`src/hw/rtl/brf_pkg.sv`:
```
// Shared types and constants for the byte ring FIFO.
// Used by brf_ctrl and byte_ring_fifo_unit; depends on nothing.
`timescale 1ns / 1ps

package brf_pkg;

    localparam int CAP_W = 7;   // capacity register and internal counts
    localparam int REQ_W = 6;   // request count field
    localparam int CNT_W = 6;   // count fields of a result beat

    localparam logic [1:0] OP_PUSH = 2'd0;
    localparam logic [1:0] OP_POP  = 2'd1;
    localparam logic [1:0] OP_PEEK = 2'd2;

    localparam logic [1:0] ST_OK     = 2'd0;
    localparam logic [1:0] ST_REJECT = 2'd1;
    localparam logic [1:0] ST_EMPTY  = 2'd2;

    localparam logic [CAP_W-1:0] CAP_RESET = 7'd64;
    localparam logic [CAP_W-1:0] CAP_MIN   = 7'd2;

    // One result beat, less the byte itself, which comes from the store.
    typedef struct packed {
        logic             is_data;
        logic             last;
        logic [CNT_W-1:0] moved;
        logic [1:0]       status;
        logic [CNT_W-1:0] stored;
        logic [CNT_W-1:0] free;
    } brf_beat_t;

endpackage

```
`src/hw/rtl/brf_mem.sv`:
```
// Byte store: one write port and one read port, read data registered.
// Standalone; no package dependency.
`timescale 1ns / 1ps

module brf_mem #(
    parameter int DEPTH = 64
) (
    input  logic                     aclk,
    input  logic                     wr_en,
    input  logic [$clog2(DEPTH)-1:0] wr_addr,
    input  logic [7:0]               wr_data,
    input  logic                     rd_en,
    input  logic [$clog2(DEPTH)-1:0] rd_addr,
    output logic [7:0]               rd_data
);

    logic [7:0] mem [DEPTH];
    logic [7:0] rd_data_reg;

    always_ff @(posedge aclk) begin
        if (wr_en) begin
            mem[wr_addr] <= wr_data;
        end
        if (rd_en) begin
            rd_data_reg <= mem[rd_addr];
        end
    end

    assign rd_data = rd_data_reg;

endmodule

```
`src/hw/rtl/brf_ctrl.sv`:
```
// Pointer state, burst staging, read sequencer and result beat register.
// Depends on brf_pkg; drives the byte store in brf_mem.
`timescale 1ns / 1ps

module brf_ctrl
    import brf_pkg::*;
#(
    parameter int DEPTH = 64
) (
    input  logic                     aclk,
    input  logic                     aresetn,
    input  logic [CAP_W-1:0]         cap,
    input  logic                     clr,
    input  logic                     s_valid,
    output logic                     s_ready,
    input  logic [1:0]               s_operation,
    input  logic [7:0]               s_data_byte,
    input  logic                     s_burst_last,
    input  logic [REQ_W-1:0]         s_request_count,
    output logic                     m_valid,
    input  logic                     m_ready,
    output brf_beat_t                beat,
    output logic                     mem_wr_en,
    output logic [$clog2(DEPTH)-1:0] mem_wr_addr,
    output logic [7:0]               mem_wr_data,
    output logic                     mem_rd_en,
    output logic [$clog2(DEPTH)-1:0] mem_rd_addr
);

    localparam int AW    = $clog2(DEPTH);
    localparam int PTR_W = (AW < CAP_W) ? AW : CAP_W;

    localparam logic S_IDLE = 1'b0;
    localparam logic S_READ = 1'b1;

    logic             state_reg, state_next;
    logic [PTR_W-1:0] wp_reg, wp_next;
    logic [PTR_W-1:0] rp_reg, rp_next;
    logic [PTR_W-1:0] bp_reg, bp_next;
    logic [CAP_W-1:0] blen_reg, blen_next;
    logic             ovf_reg, ovf_next;
    logic [PTR_W-1:0] pos_reg, pos_next;
    logic [REQ_W-1:0] remain_reg, remain_next;
    logic             out_valid_reg, out_valid_next;
    brf_beat_t        beat_reg, beat_next;

    logic             accept;
    logic             out_free;
    logic [CAP_W-1:0] have;
    logic [CAP_W-1:0] free_now;
    logic [CAP_W-1:0] n_rd;
    logic [CAP_W:0]   rp_sum;
    logic [PTR_W-1:0] rp_adv;
    logic [PTR_W-1:0] bp_eff;
    logic [PTR_W-1:0] bp_w;
    logic [CAP_W-1:0] blen_w;
    logic             ovf_w;
    logic [CAP_W-1:0] stored_after;

    function automatic logic [PTR_W-1:0] adv(input logic [PTR_W-1:0] p,
                                             input logic [CAP_W-1:0] c);
        logic [CAP_W:0] s;
        s = (CAP_W+1)'(p) + 1'b1;
        return (s >= {1'b0, c}) ? '0 : PTR_W'(s);
    endfunction

    assign out_free = !out_valid_reg || m_ready;
    assign s_ready  = (state_reg == S_IDLE) && out_free;
    assign accept   = s_valid && s_ready;

    assign have = (wp_reg >= rp_reg) ? (CAP_W'(wp_reg) - CAP_W'(rp_reg))
                                     : (cap - (CAP_W'(rp_reg) - CAP_W'(wp_reg)));
    assign free_now = cap - 1'b1 - have;

    assign n_rd   = (CAP_W'(s_request_count) < have) ? CAP_W'(s_request_count) : have;
    assign rp_sum = ((CAP_W+1)'(rp_reg) + (CAP_W+1)'(n_rd) >= {1'b0, cap})
                  ? ((CAP_W+1)'(rp_reg) + (CAP_W+1)'(n_rd) - {1'b0, cap})
                  : ((CAP_W+1)'(rp_reg) + (CAP_W+1)'(n_rd));
    assign rp_adv = adv(rp_reg, cap);
    assign bp_eff = (blen_reg == '0) ? wp_reg : bp_reg;

    always_comb begin
        state_next     = state_reg;
        wp_next        = wp_reg;
        rp_next        = rp_reg;
        bp_next        = bp_reg;
        blen_next      = blen_reg;
        ovf_next       = ovf_reg;
        pos_next       = pos_reg;
        remain_next    = remain_reg;
        beat_next      = beat_reg;
        out_valid_next = out_valid_reg && !m_ready;
        mem_wr_en      = 1'b0;
        mem_wr_addr    = AW'(bp_eff);
        mem_wr_data    = s_data_byte;
        mem_rd_en      = 1'b0;
        mem_rd_addr    = AW'(rp_reg);
        bp_w           = bp_reg;
        blen_w         = blen_reg;
        ovf_w          = ovf_reg;
        stored_after   = have;

        if (clr) begin
            // capacity change: empty the FIFO and drop any open burst
            wp_next   = '0;
            rp_next   = '0;
            bp_next   = '0;
            blen_next = '0;
            ovf_next  = 1'b0;
        end else begin
            case (state_reg)
                S_IDLE: begin
                    if (accept) begin
                        case (s_operation)
                            OP_PUSH: begin
                                if (!ovf_reg) begin
                                    if (blen_reg >= free_now) begin
                                        ovf_w = 1'b1;
                                    end else begin
                                        mem_wr_en = 1'b1;
                                        bp_w      = adv(bp_eff, cap);
                                        blen_w    = blen_reg + 1'b1;
                                    end
                                end
                                bp_next = bp_w;
                                if (s_burst_last) begin
                                    // commit or reject the whole burst
                                    beat_next.is_data = 1'b0;
                                    beat_next.last    = 1'b1;
                                    if (ovf_w) begin
                                        beat_next.status = ST_REJECT;
                                        beat_next.moved  = '0;
                                    end else begin
                                        wp_next          = bp_w;
                                        beat_next.status = ST_OK;
                                        beat_next.moved  = CNT_W'(blen_w);
                                        stored_after     = have + blen_w;
                                    end
                                    beat_next.stored = CNT_W'(stored_after);
                                    beat_next.free   = CNT_W'(cap - 1'b1 - stored_after);
                                    out_valid_next   = 1'b1;
                                    blen_next        = '0;
                                    ovf_next         = 1'b0;
                                end else begin
                                    blen_next = blen_w;
                                    ovf_next  = ovf_w;
                                end
                            end
                            OP_POP, OP_PEEK: begin
                                out_valid_next = 1'b1;
                                beat_next.status = ST_OK;
                                if (n_rd == '0) begin
                                    beat_next.is_data = 1'b0;
                                    beat_next.last    = 1'b1;
                                    beat_next.moved   = '0;
                                    if (have == '0) begin
                                        beat_next.status = ST_EMPTY;
                                    end
                                    beat_next.stored = CNT_W'(have);
                                    beat_next.free   = CNT_W'(free_now);
                                end else begin
                                    mem_rd_en = 1'b1;
                                    if (s_operation == OP_POP) begin
                                        stored_after = have - n_rd;
                                        rp_next      = PTR_W'(rp_sum);
                                    end
                                    beat_next.is_data = 1'b1;
                                    beat_next.last    = (n_rd == CAP_W'(1));
                                    beat_next.moved   = CNT_W'(n_rd);
                                    beat_next.stored  = CNT_W'(stored_after);
                                    beat_next.free    = CNT_W'(cap - 1'b1 - stored_after);
                                    pos_next    = rp_adv;
                                    remain_next = REQ_W'(n_rd - 1'b1);
                                    if (n_rd != CAP_W'(1)) begin
                                        state_next = S_READ;
                                    end
                                end
                            end
                            default: begin
                                // unused code: drop the beat
                            end
                        endcase
                    end
                end
                S_READ: begin
                    if (out_free) begin
                        mem_rd_en      = 1'b1;
                        mem_rd_addr    = AW'(pos_reg);
                        out_valid_next = 1'b1;
                        beat_next.last = (remain_reg == REQ_W'(1));
                        pos_next       = adv(pos_reg, cap);
                        remain_next    = remain_reg - 1'b1;
                        if (remain_reg == REQ_W'(1)) begin
                            state_next = S_IDLE;
                        end
                    end
                end
                default: begin
                    state_next = S_IDLE;
                end
            endcase
        end
    end

    always_ff @(posedge aclk) begin
        if (!aresetn) begin
            state_reg     <= S_IDLE;
            wp_reg        <= '0;
            rp_reg        <= '0;
            bp_reg        <= '0;
            blen_reg      <= '0;
            ovf_reg       <= 1'b0;
            pos_reg       <= '0;
            remain_reg    <= '0;
            out_valid_reg <= 1'b0;
        end else begin
            state_reg     <= state_next;
            wp_reg        <= wp_next;
            rp_reg        <= rp_next;
            bp_reg        <= bp_next;
            blen_reg      <= blen_next;
            ovf_reg       <= ovf_next;
            pos_reg       <= pos_next;
            remain_reg    <= remain_next;
            out_valid_reg <= out_valid_next;
        end
    end

    always_ff @(posedge aclk) begin
        beat_reg <= beat_next;
    end

    assign m_valid = out_valid_reg;
    assign beat    = beat_reg;

    // The FIFO never holds more than one slot short of the capacity.
    a_stored_bound: assert property (@(posedge aclk) disable iff (!aresetn)
        have <= cap - 1'b1)
        else $error("stored count exceeds capacity");

    // Pointers stay inside the slots in use.
    a_ptr_range: assert property (@(posedge aclk) disable iff (!aresetn)
        (CAP_W'(wp_reg) < cap) && (CAP_W'(rp_reg) < cap))
        else $error("pointer outside capacity");

    // A staged burst never claims more room than is free.
    a_burst_fits: assert property (@(posedge aclk) disable iff (!aresetn)
        blen_reg <= free_now)
        else $error("burst staging overruns free space");

    // While streaming read beats, a beat is always held at the output.
    a_read_has_beat: assert property (@(posedge aclk) disable iff (!aresetn)
        (state_reg == S_READ) |-> out_valid_reg)
        else $error("read sequence without an output beat");

    // The last beat of a read sequence returns the sequencer to idle.
    a_last_ends_read: assert property (@(posedge aclk) disable iff (!aresetn)
        (state_reg == S_READ && out_free && remain_reg == REQ_W'(1))
        |=> (state_reg == S_IDLE && beat_reg.last))
        else $error("read sequence did not close on its last beat");

endmodule

```
`src/hw/rtl/byte_ring_fifo_unit.sv`:
```
// Top level of the byte ring FIFO: capacity register and clamp, controller and byte store.
// Depends on brf_pkg, brf_ctrl and brf_mem.
`timescale 1ns / 1ps

// Circular byte FIFO with a run-time capacity (clamped to 2..DEPTH, at most 127, one
// slot kept empty). A push burst commits or is rejected on its last byte, which yields
// one result beat. A pop or peek of n available bytes yields n beats: the byte store
// has one read port, and the sequencer reads one byte per cycle while the output is
// free, straight into the output register, so the next item is taken when the last
// beat is loaded and the output is free. Empty reads, zero-count reads and push
// results yield one result beat each. Writing the capacity empties the FIFO at once;
// there is no clearing pass, and the store contents are undefined until written.

module byte_ring_fifo_unit
    import brf_pkg::*;
#(
    parameter int DEPTH = 64
) (
    input  logic             aclk,
    input  logic             aresetn,
    input  logic             cfg_wr_en,
    input  logic [CAP_W-1:0] cfg_wr_data,
    input  logic             s_valid,
    output logic             s_ready,
    input  logic [1:0]       s_operation,
    input  logic [7:0]       s_data_byte,
    input  logic             s_burst_last,
    input  logic [REQ_W-1:0] s_request_count,
    output logic             m_valid,
    input  logic             m_ready,
    output logic [7:0]       m_read_byte,
    output logic             m_result_last,
    output logic [CNT_W-1:0] m_moved_count,
    output logic [1:0]       m_status,
    output logic [CNT_W-1:0] m_stored_count,
    output logic [CNT_W-1:0] m_free_count
);

    localparam int AW = $clog2(DEPTH);
    localparam logic [CAP_W-1:0] CAP_MAX = (DEPTH > 127) ? 7'd127 : CAP_W'(DEPTH);

    logic [CAP_W-1:0] cap_reg;
    logic [CAP_W-1:0] cap_eff;
    brf_beat_t        beat;
    logic             mem_wr_en;
    logic [AW-1:0]    mem_wr_addr;
    logic [7:0]       mem_wr_data;
    logic             mem_rd_en;
    logic [AW-1:0]    mem_rd_addr;
    logic [7:0]       mem_rd_data;

    always_ff @(posedge aclk) begin
        if (!aresetn) begin
            cap_reg <= CAP_RESET;
        end else if (cfg_wr_en) begin
            cap_reg <= cfg_wr_data;
        end
    end

    assign cap_eff = (cap_reg < CAP_MIN) ? CAP_MIN
                   : ((cap_reg > CAP_MAX) ? CAP_MAX : cap_reg);

    brf_ctrl #(
        .DEPTH(DEPTH)
    ) u_ctrl (
        .aclk            (aclk),
        .aresetn         (aresetn),
        .cap             (cap_eff),
        .clr             (cfg_wr_en),
        .s_valid         (s_valid),
        .s_ready         (s_ready),
        .s_operation     (s_operation),
        .s_data_byte     (s_data_byte),
        .s_burst_last    (s_burst_last),
        .s_request_count (s_request_count),
        .m_valid         (m_valid),
        .m_ready         (m_ready),
        .beat            (beat),
        .mem_wr_en       (mem_wr_en),
        .mem_wr_addr     (mem_wr_addr),
        .mem_wr_data     (mem_wr_data),
        .mem_rd_en       (mem_rd_en),
        .mem_rd_addr     (mem_rd_addr)
    );

    brf_mem #(
        .DEPTH(DEPTH)
    ) u_mem (
        .aclk    (aclk),
        .wr_en   (mem_wr_en),
        .wr_addr (mem_wr_addr),
        .wr_data (mem_wr_data),
        .rd_en   (mem_rd_en),
        .rd_addr (mem_rd_addr),
        .rd_data (mem_rd_data)
    );

    // non-data beats carry a zero byte
    assign m_read_byte    = beat.is_data ? mem_rd_data : 8'd0;
    assign m_result_last  = beat.last;
    assign m_moved_count  = beat.moved;
    assign m_status       = beat.status;
    assign m_stored_count = beat.stored;
    assign m_free_count   = beat.free;

endmodule

```
`config.mk`:
```
export PLATFORM = sky130hd
export DESIGN_NAME = byte_ring_fifo_unit
export DESIGN_NICKNAME = d
export VERILOG_FILES = /design/src/hw/rtl/brf_pkg.sv /design/src/hw/rtl/brf_mem.sv /design/src/hw/rtl/brf_ctrl.sv /design/src/hw/rtl/byte_ring_fifo_unit.sv
export SDC_FILE = /design/constraint.sdc
export NUM_CORES = 1
export LEC_CHECK = 0
export BUFFER_PORTS_ARGS = -buffer_cell sky130_fd_sc_hd__buf_2
export CORE_AREA = 5 5 158 312
export CTS_CLUSTER_DIAMETER = 150
export CTS_CLUSTER_SIZE = 30
export DETAILED_ROUTE_END_ITERATION = 16
export DIE_AREA = 0 0 163 317
export HOLD_SLACK_MARGIN = 0.06
export PLACE_DENSITY_LB_ADDON = 0.12
export SLEW_MARGIN = 30
export SYNTH_ARGS = -nofsm -noshare
export SYNTH_HDL_FRONTEND = slang
export SYNTH_SLANG_ARGS = --single-unit
```
`constraint.sdc`:
```
create_clock -name aclk -period 10.7 [get_ports aclk]
set_input_delay 2.14 -clock aclk [delete_from_list [all_inputs] [get_ports aclk]]
set_output_delay 2.14 -clock aclk [all_outputs]
set_load 0.01 [all_outputs]
```
==> results of run 1 <==
[synthesized netlist by cell type (16+ instances only)]
master,instances
ha_1,95
nor2b_1,16
a211oi_1,51
a21oi_1,76
dfxtp_1,47
and2_1,42
o21ai_0,50
nand2b_1,16
a311oi_1,19
nand3_1,28
nand2_1,136
inv_1,72
buf_2,17
edfxtp_1,542
xor2_1,18
a31oi_1,24
mux4_2,128
mux2i_1,36
buf_4,20
clkbuf_1,50
xnor2_1,44
nor2_1,145
a21o_1,33
[stage by stage]
stage	hold WS [ns]	setup WS, ns	instance area (sq um)	power, mW	instances
after floorplan	0.432	2.68	27600	3.08	1876
after global placement	0.441	1.73	28500	3.32	2494
after detailed placement	0.449	1.56	28500	3.33	2494
after CTS	0.465	1.46	29200	4.38	2536
after global routing	0.486	0.880	29200	4.52	2536
final	0.462	1.39	29200	4.37	2536
[worst min-delay path, stage by stage (launching register included)]
cell and delay (ns):
dfxtp_1 0.33, nand2_1 0.05, a21oi_1 0.05
[where the power goes]
part	internal, mW	switching (mW)	leakage (nW)	total [mW]
Combinational	0.265	0.473	4.39	0.738
Sequential	2.53	0.0144	5.26	2.55
Clock	0.419	0.663	0.315	1.08
Total	3.22	1.15	9.97	4.37
[cell families (layout without fill, tap and decap cells)]
family,count (synthesis),count (layout),synth area share
and+or+nand+nor,443,443,0.0748
muxes,168,168,0.119
AOI/OAI and AO/OA,331,331,0.0803
DFF,589,589,0.625
buffers and inverters,173,206,0.0276
adders and majority gates,110,110,0.0537
xor gates and xnor gates,62,62,0.0197
[worst paths after layout]
check	from	endpoint	slack [ns]	cells past startpoint
worst max register to register	cap_reg[3]	u_ctrl.rp_reg[1]	1.39	36
worst min register to register	u_ctrl.wp_reg[0]	u_ctrl.wp_reg[0]	0.46	2
worst max-delay path	cap_reg[3]	u_ctrl.rp_reg[1]	1.39	36
worst min-delay path	u_ctrl.wp_reg[0]	u_ctrl.wp_reg[0]	0.46	2
[layer usage]
metal | global-route usage | part of all wire | vias to the layer above
li1 | - | - | 7246
met1 | 0.302 | 0.32 | 8179
met2 | 0.528 | 0.55 | 603
met3 | 0.0249 | 0.042 | 221
met4 | 0.178 | 0.080 | 0
met5 | 0 | 0 | -
[cells in the final DEF, fill, tap and decap left out, drive strengths merged, types with 9 or more instances in the layout]
cell and count:
o211ai 14, nor2 146, dfxtp 47, a31oi 24, xnor2 44, xor2 18, a211oi 51, clkbuf 40
fa 14, nand2 136, a21o 33, inv 73, nand3 28, and3 9, nor2b 16, buf 88
nor3 16, ha 95, nand2b 16, and2 42, mux2i 36, o21ai 54, a311oi 19, a21oi 77
edfxtp 542, mux4 128
[final cells by class]
cell class              count  area, sq um
repair buffers             88          541
multi-input cells        1114         9660
clock inverters             2         25.0
clock buffers              40          639
well taps                 627          785
flip-flops and latches    589        17200
fillers                  3543        17400
inverters                  76          285
==> flow_metrics.py, run 1 <==
metrics = {
    "worst_setup_path": {
        "cp_slowest_cell": "a21oi_1",
        "cp_num_buf_inv": 6,
        "required_ns": 11.16,
        "cpPeakStageDelay_ns": 0.60,
        "worstPathMaxFanout": 10,
        "arrival_ns": 9.77,
        "worstSetupPathType": "flip-flop to flip-flop",
        "endpoint_kind": "flip-flop",
        "worstSetupStartpointType": "flip-flop",
        "cp_top_family": "compound AO/OA/AOI/OAI gates",
    },
    "power": {
        "p_leak_nw": 9.97,
        "p_per_area_mw_per_mm2": 150,
        "ir_drop_mv": 0.188,
    },
    "floorplan": {
        "core_area_sq_mm": 0.0465,
        "start_util": 0.592,
        "io_pins": 60,
        "rows": 112,
        "die_h_microns": 317,
        "fp.dieArea_sq_mm": 0.0517,
        "die_x_microns": 163,
    },
    "routing": {
        "wl_microns": 72400,
        "antenna_left": 0,
        "num_vias": 16200,
        "via_per_inst": 6.41,
        "wl_per_cell_microns": 28.5,
        "dr.pass1.iters": 5,
        "drt_iter0_markers": 1337,
        "drc": 0,
    },
    "sta": {
        "drv_slew": 0,
        "fin_crit_sh": 0.871,
        "finalHoldViolCount": 0,
        "relSlewSlack": 0.317,
        "setup_tns_ns": 0,
        "finalSetupViolCount": 0,
        "period_needed_ns": 9.31,
        "rsz0062_at_grt": "false",
        "final.setup_skew_ns": 0.0341,
        "tightest_slew_ns": 1.02,
        "timing.fmax_mhz": 107,
    },
    "clock_tree": {
        "clock-sinks": 589,
        "tritoncts": "built",
        "htreeDepth": 1,
        "holdBufCountCts": 0,
        "post_cts_buffers": 0,
        "cts.repair.resized": 0,
        "clk_path_buf_depth": 3,
        "clock_latency_ns": 0.59,
        "cts_root_buf": "clkbuf_16",
        "cts_made_buffers": 23,
        "clkTransAtPathRegs_ns": 0.13,
    },
    "placed_design": {
        "port_buffers": 59,
        "dp_hpwl_microns": 50800,
        "gp_congestion": 0.986,
    },
    "global_routing": {
        "grt_pass1_wl_microns": 107000,
        "grt_max_degree": 129,
        "overflow": 0,
        "antenna_found_initial": 0,
        "grt_pass1_vias": 17000,
        "grt_usage": 0.282,
    },
    "synth": {
        "synth_edf_count": 542,
        "syn_nets": 2014,
        "async_flop_share": 0,
        "ys_warn_count": 0,
        "synth_area_sq_mm": 0.0276,
        "seq_area_frac_synth": 0.625,
        "synth_cell_types": 72,
        "synth-seq-cells": 589,
        "avgSynthCellArea_sq_um": 14.7,
        "synth_flop_cell": "edfxtp_1",
        "synth_top_area_frac": 0.591,
        "yosysTopAreaCell": "edfxtp_1",
        "synthTopCellsByArea": "edfxtp_1 (59%), mux4_2 (10%), ha_1 (4.3%), dfxtp_1 (3.4%), nor2_1 (2.0%)",
        "syn_inst": 1876,
    },
    "run_status": {
        "status": "finished, final reports clean",
    },
    "hold_path": {
        "hold_class": "flip-flop to flip-flop",
    },
    "final_layout": {
        "nNetsFinal": 2030,
        "areaGrowthSynthToFinish_pct": 5.77,
        "antenna-diode-count": 0,
        "largest_reg_flops": 512,
        "layout-drive-gt1-share": 0.140,
        "final_core_util": 0.627,
    },
    "job": {
        "maxCapViolCount": 0,
    },
}
Power figures use the tool's default switching activity.
==> run 2, diff against run 1 <==
--- a/config.mk
+++ b/config.mk
@@ -6,11 +6,13 @@
 export NUM_CORES = 1
 export LEC_CHECK = 0
 export BUFFER_PORTS_ARGS = -buffer_cell sky130_fd_sc_hd__buf_2
-export CORE_AREA = 5 5 158 312
+export CELL_PAD_IN_SITES_DETAIL_PLACEMENT = 1
+export CELL_PAD_IN_SITES_GLOBAL_PLACEMENT = 1
+export CORE_AREA = 5 5 168 331
 export CTS_CLUSTER_DIAMETER = 150
 export CTS_CLUSTER_SIZE = 30
 export DETAILED_ROUTE_END_ITERATION = 16
-export DIE_AREA = 0 0 163 317
+export DIE_AREA = 0 0 173 336
 export HOLD_SLACK_MARGIN = 0.06
 export PLACE_DENSITY_LB_ADDON = 0.12
 export SLEW_MARGIN = 30
==> run 2 against run 1 <==
  * Highest routed layer unchanged
  * Maximum frequency grew 2.2%
  * Clock power is essentially flat
  * Largest power group unchanged
  * Hold slack gained 0.040 ns
  * First-iteration DRC count shrank 5.2%
  * Critical path type unchanged
  * Final cell count grew 1.3%
  * Utilization shrank 7.3 points
  * Die area grew 12%
  * Setup slack gained 0.20 ns
  * Global-route usage shrank 1.5 points
  * Sequential power is essentially flat
  * Register-to-register slack gained 0.20 ns
==> flow_metrics.py, run 2 (same netlist as run 1, synthesis figures left out) <==
metrics = {
    "power": {
        "power_frac_clock": 0.251,
        "ir_drop_mv": 0.187,
        "power.total_mw": 4.38,
        "swShare": 0.267,
        "p_leak_nw": 9.95,
        "seqPwrFrac": 0.581,
        "power_frac_comb": 0.168,
        "power.switching_mw": 1.17,
        "p_per_area_mw_per_mm2": 150,
        "internal_power_mw": 3.22,
    },
    "hold_path": {
        "hold_end": "u_ctrl.remain_reg[1]",
        "whs_path_depth": 2,
        "worstHoldStart": "u_ctrl.remain_reg[1]",
        "hold_class": "flip-flop to flip-flop",
    },
    "worst_setup_path": {
        "arrival_ns": 9.60,
        "endpoint_kind": "flip-flop",
        "worstSetupPathType": "flip-flop to flip-flop",
        "rr_endpoint": "u_ctrl.rp_reg[2]",
        "r2r_cells": 35,
        "worstSetupStartpointType": "flip-flop",
        "worstPathMaxFanout": 10,
        "cpPeakStageDelay_ns": 0.62,
        "worst-r2r-setup-slack_ns": 1.59,
        "r2r_start": "cap_reg[3]",
        "cp_slowest_cell": "a21oi_1",
        "required_ns": 11.19,
        "critical_path.most_common_cell": "inv_1",
    },
    "floorplan": {
        "die_x_microns": 173,
        "start_util": 0.523,
        "rows": 119,
        "io_pins": 60,
        "fp.dieArea_sq_mm": 0.0581,
        "die_h_microns": 336,
        "core_area_sq_mm": 0.0527,
    },
    "sta": {
        "finalHoldViolCount": 0,
        "drv_slew": 0,
        "finalSetupViolCount": 0,
        "setup_tns_ns": 0,
        "period_needed_ns": 9.11,
        "rsz0062_at_grt": "false",
        "final.setup_skew_ns": 0.0336,
        "fin_crit_sh": 0.852,
        "relSlewSlack": 0.304,
        "timing.fmax_mhz": 110,
        "tightest_slew_ns": 1.04,
    },
    "clock_tree": {
        "holdBufCountCts": 0,
        "clk_path_buf_depth": 3,
        "clkTransAtPathRegs_ns": 0.13,
        "cts_root_buf": "clkbuf_16",
        "post_cts_buffers": 0,
        "clock-sinks": 589,
        "tritoncts": "built",
        "clock_latency_ns": 0.60,
        "htreeDepth": 1,
        "cts.repair.resized": 0,
        "cts_made_buffers": 23,
    },
    "routing": {
        "dr_wl_met2_microns": 43200,
        "num_vias": 16300,
        "top_layer": "met4",
        "wl_microns": 77700,
        "antenna_left": 0,
        "met3_length_microns": 2250,
        "drt-met1-wl_microns": 26500,
        "drc": 0,
        "drt_iter0_markers": 1267,
        "dr.pass1.iters": 5,
        "wl_per_cell_microns": 30.2,
        "via_per_inst": 6.36,
    },
    "final_layout": {
        "multi_input_area_sq_mm": 0.00967,
        "finalNonFillerCells": 2570,
        "layout-drive-gt1-share": 0.139,
        "areaGrowthSynthToFinish_pct": 5.84,
        "mostFrequentLayoutCells": "edfxtp_1 (542), nor2_1 (145), nand2_1 (136), mux4_2 (128), ha_1 (95)",
        "nNetsFinal": 2027,
        "antenna-diode-count": 0,
        "largest_reg_flops": 512,
        "ff_latch_area_sq_mm": 0.0172,
        "fill_cells": 5068,
        "final_core_util": 0.553,
        "final_common_cell": "edfxtp_1",
    },
    "job": {
        "maxCapViolCount": 0,
    },
    "global_routing": {
        "grt_pass1_vias": 17700,
        "overflow": 0,
        "grt_usage": 0.267,
        "antenna_found_initial": 0,
        "grt_pass1_wl_microns": 116000,
        "grt_max_degree": 129,
    },
    "placed_design": {
        "dp_hpwl_microns": 54900,
        "port_buffers": 59,
        "dp.cells": 2529,
        "gp_congestion": 0.980,
    },
    "run_status": {
        "status": "finished, final reports clean",
    },
}
## run 2: changes by cell type in the layout (fill, tap and decap cells not counted), sizes merged
cell / before / now
buf: 88 / 85
inv: 73 / 72
## run 2: layout make-up
class                           count  share of cell area
Sequential cell                   589               0.590
Clock buffer                       40              0.0219
Timing Repair Buffer               85              0.0177
Tap cell                          665              0.0285
Clock inverter                      1            0.000558
Inverter                           76             0.00978
Multi-Input combinational cell   1114               0.331
## run 2: power groups by stage
stage | Sequential [mW] | Clock (mW) | Combinational, mW
after floorplan | 2.59 | 0 | 0.486
after global placement | 2.60 | 0 | 0.719
after CTS | 2.55 | 1.12 | 0.738
after global routing | 2.55 | 1.21 | 0.797
final | 2.55 | 1.10 | 0.736
after detailed placement | 2.60 | 0 | 0.735
## run 2: critical path, delay by kind of cell (launching register included)
| kind | cells | cell delay [ns] |
|---|---|---|
| AO/OA/AOI/OAI | 14 | 3.32 |
| XOR/XNOR | 2 | 0.36 |
| adder cells (fa/ha/maj) | 6 | 1.91 |
| buffers and inverters | 6 | 0.97 |
| flip-flops | 1 | 0.38 |
| multiplexers | 2 | 0.57 |
| AND/OR/NAND/NOR | 5 | 1.48 |
## run 2: how the worst max path moves through the flow
| stage | cells after the start | slack, ns | start | end |
|---|---|---|---|---|
| after floorplan | 38 | 2.68 | cap_reg[3] | u_ctrl.beat[5] |
| after global placement | 34 | 2.03 | cap_reg[3] | u_ctrl.beat[5] |
| after detailed placement | 35 | 1.74 | cap_reg[6] | u_ctrl.rp_reg[1] |
| after CTS | 35 | 1.66 | cap_reg[6] | u_ctrl.rp_reg[1] |
| after global routing | 35 | 1.04 | cap_reg[3] | u_ctrl.rp_reg[1] |
| final | 35 | 1.59 | cap_reg[3] | u_ctrl.rp_reg[2] |
## run 2: through the flow
stage / hold WS, ns / area [sq um] / worst slack [ns]
after floorplan: 0.432 / 27600 / 2.68
after global routing: 0.528 / 29200 / 1.04
final: 0.503 / 29200 / 1.59
after detailed placement: 0.479 / 28500 / 1.74
after CTS: 0.506 / 29200 / 1.66
after global placement: 0.440 / 28500 / 2.03
## run 2: layer usage
layer  up-vias  GRT usage
met5         -          0
met4         0      0.162
met3       178     0.0214
met2       448      0.513
met1      8490      0.282
li1       7225          -
==> run 3, diff against run 2 <==
--- a/config.mk
+++ b/config.mk
@@ -5,14 +5,15 @@
 export SDC_FILE = /design/constraint.sdc
 export NUM_CORES = 1
 export LEC_CHECK = 0
+export ABC_AREA = 1
 export BUFFER_PORTS_ARGS = -buffer_cell sky130_fd_sc_hd__buf_2
 export CELL_PAD_IN_SITES_DETAIL_PLACEMENT = 1
 export CELL_PAD_IN_SITES_GLOBAL_PLACEMENT = 1
-export CORE_AREA = 5 5 168 331
+export CORE_AREA = 5 5 254 231
 export CTS_CLUSTER_DIAMETER = 150
 export CTS_CLUSTER_SIZE = 30
 export DETAILED_ROUTE_END_ITERATION = 16
-export DIE_AREA = 0 0 173 336
+export DIE_AREA = 0 0 259 236
 export HOLD_SLACK_MARGIN = 0.06
 export PLACE_DENSITY_LB_ADDON = 0.12
 export SLEW_MARGIN = 30
==> run 3 against run 2 <==
  * Global-route usage hardly changed
  * Flip-flop and latch count stayed put
  * Critical endpoint is now u_ctrl.beat[5]
  * Clock power about the same
  * Hold slack lost 0.0045 ns
  * Clock skew shrank 0.0026 ns
  * Highest routed layer unchanged
  * Non-clock buffer count unchanged
  * Largest power group unchanged
  * Critical path type unchanged
  * Maximum frequency up 0.78%
  * Largest cell class unchanged
  * Sequential power hardly changed
==> flow_metrics.py, run 3 <==
metrics = {
    "sta": {
        "relSlewSlack": 0.171,
        "finalHoldViolCount": 0,
        "tightest_slew_ns": 1.24,
        "fin_crit_sh": 0.845,
        "finalSetupViolCount": 0,
        "rsz0062_at_grt": "false",
        "final.setup_skew_ns": 0.0310,
        "timing.fmax_mhz": 111,
        "period_needed_ns": 9.04,
        "drv_slew": 0,
        "setup_tns_ns": 0,
    },
    "routing": {
        "via_per_inst": 6.11,
        "num_vias": 20300,
        "drt_iter0_markers": 2245,
        "drt-met1-wl_microns": 39700,
        "met3_length_microns": 5180,
        "top_layer": "met4",
        "dr_wl_met2_microns": 38300,
        "drc": 0,
        "dr.pass1.iters": 5,
        "wl_microns": 84500,
        "antenna_left": 0,
        "wl_per_cell_microns": 25.4,
    },
    "placed_design": {
        "port_buffers": 59,
        "dp_hpwl_microns": 55800,
        "post_dp_cell_area_sq_mm": 0.0289,
        "gp_congestion": 0.945,
        "dp.cells": 3278,
    },
    "final_layout": {
        "design_area_sq_mm": 0.0296,
        "antenna-diode-count": 0,
        "nNetsFinal": 2686,
        "largest_reg_flops": 512,
        "mostFrequentLayoutCells": "edfxtp_1 (542), nor2_1 (412), o21ai_0 (325), nand2_1 (247), inv_1 (161)",
        "final_common_cell": "edfxtp_1",
        "layout-drive-gt1-share": 0.0678,
        "areaGrowthSynthToFinish_pct": 5.56,
        "finalNonFillerCells": 3321,
    },
    "worst_setup_path": {
        "cp_num_buf_inv": 5,
        "critical_path.most_common_cell": "nand2_1",
        "worst-r2r-setup-slack_ns": 1.66,
        "worstSetupStartpointType": "flip-flop",
        "cp_slowest_cell": "o21ai_1",
        "endpoint_kind": "flip-flop",
        "worstPathMaxFanout": 13,
        "cpPeakStageDelay_ns": 0.74,
        "cp_top_family": "adder cells",
        "worstSetupPathType": "flip-flop to flip-flop",
        "arrival_ns": 9.42,
        "required_ns": 11.08,
    },
    "synth": {
        "seq_area_frac_synth": 0.615,
        "synthTopCellsByArea": "edfxtp_1 (58%), o21ai_0 (5.8%), nor2_1 (5.5%), ha_1 (4.2%), dfxtp_1 (3.4%)",
        "synth-seq-cells": 589,
        "ys_warn_count": 0,
        "synth.most_common_cell": "edfxtp_1",
        "syn_inst": 2583,
        "yosysTopAreaCell": "edfxtp_1",
        "synth_cell_types": 62,
        "avgSynthCellArea_sq_um": 10.8,
        "async_flop_share": 0,
        "synth_area_sq_mm": 0.0280,
        "synth_flop_cell": "edfxtp_1",
        "synth_top_area_frac": 0.581,
        "synth_edf_count": 542,
        "synth_commonest_cells": "edfxtp_1 (542), nor2_1 (413), o21ai_0 (326)",
        "syn_nets": 2721,
    },
    "job": {
        "maxCapViolCount": 0,
    },
    "floorplan": {
        "fp.dieArea_sq_mm": 0.0611,
        "io_pins": 60,
        "rows": 82,
        "start_util": 0.505,
        "core_area_sq_mm": 0.0555,
        "die_x_microns": 259,
        "die_h_microns": 236,
    },
    "clock_tree": {
        "clk_path_buf_depth": 3,
        "holdBufCountCts": 0,
        "cts.repair.resized": 0,
        "tritoncts": "built",
        "clock-sinks": 589,
        "cts_made_buffers": 23,
        "clock_latency_ns": 0.61,
        "cts_root_buf": "clkbuf_16",
        "htreeDepth": 1,
        "post_cts_buffers": 0,
        "clkTransAtPathRegs_ns": 0.14,
    },
    "global_routing": {
        "grt_pass1_vias": 20400,
        "grt_usage": 0.267,
        "antenna_found_initial": 0,
        "grt_pass1_wl_microns": 127000,
        "overflow": 0,
        "grt_max_degree": 215,
    },
    "power": {
        "p_per_area_mw_per_mm2": 167,
        "ir_drop_mv": 0.118,
        "p_leak_nw": 10.4,
    },
    "hold_path": {
        "hold_class": "flip-flop to flip-flop",
    },
    "run_status": {
        "status": "finished, final reports clean",
    },
}
==> run 3: report_power, final <==
| part | internal, mW | switching (mW) | leakage, nW |
|---|---|---|---|
| registers | 2.54 | 0.0177 | 5.26 |
| logic | 0.376 | 0.879 | 4.85 |
| clock network | 0.419 | 0.699 | 0.314 |
==> run 3: final timing paths <==
check	to	start	cells past startpoint
worst min register to register	u_ctrl.bp_reg[3]	u_ctrl.bp_reg[3]	2
worst min-delay path	u_ctrl.bp_reg[3]	u_ctrl.bp_reg[3]	2
worst max-delay path	u_ctrl.beat[5]	cap_reg[6]	39
worst max register to register	u_ctrl.beat[5]	cap_reg[6]	39
==> run 3: logic make-up (layout without fill, tap and decap cells) <==
kind of cell,after synthesis,in the layout,synth area share
fa+ha+maj,109,109,0.0524
xor+xnor,48,48,0.0150
compound gates,662,662,0.140
flops,589,589,0.615
simple gates,857,857,0.131
mux,1,1,0.000357
buf+inv,317,299,0.0462
==> run 3: metrics by stage <==
stage | utilization | hold slack (ns) | total power [mW] | worst slack, ns
final | 0.533 | 0.498 | 4.93 | 1.66
after floorplan | - | 0.445 | 3.41 | 3.25
after CTS | 0.532 | 0.495 | 4.93 | 1.76
after global routing | 0.533 | 0.525 | 5.14 | 0.971
after detailed placement | 0.520 | 0.478 | 3.84 | 1.74
after global placement | 0.520 | 0.457 | 3.79 | 2.23
==> run 3: worst min-delay path: stages, from the launching register on <==
cell and delay [ns]:
dfxtp_1 0.34, nand2_1 0.06, a21oi_1 0.06
==> run 3: cell type report <==
cell class,instances,area (sq um)
clock buffer,40,639
timing repair buffer,85,536
clock inverter,2,20.0
inverter,172,659
sequential,589,17200
tap,756,946
fill,5941,25900
multi-input combinational,1677,9550
==> run 3: per-layer routing <==
| metal | vias to the layer above | track usage |
|---|---|---|
| li1 | 9190 | - |
| met1 | 10300 | 0.415 |
| met2 | 673 | 0.414 |
| met3 | 81 | 0.0342 |
| met4 | 0 | 0.0401 |
| met5 | - | 0 |
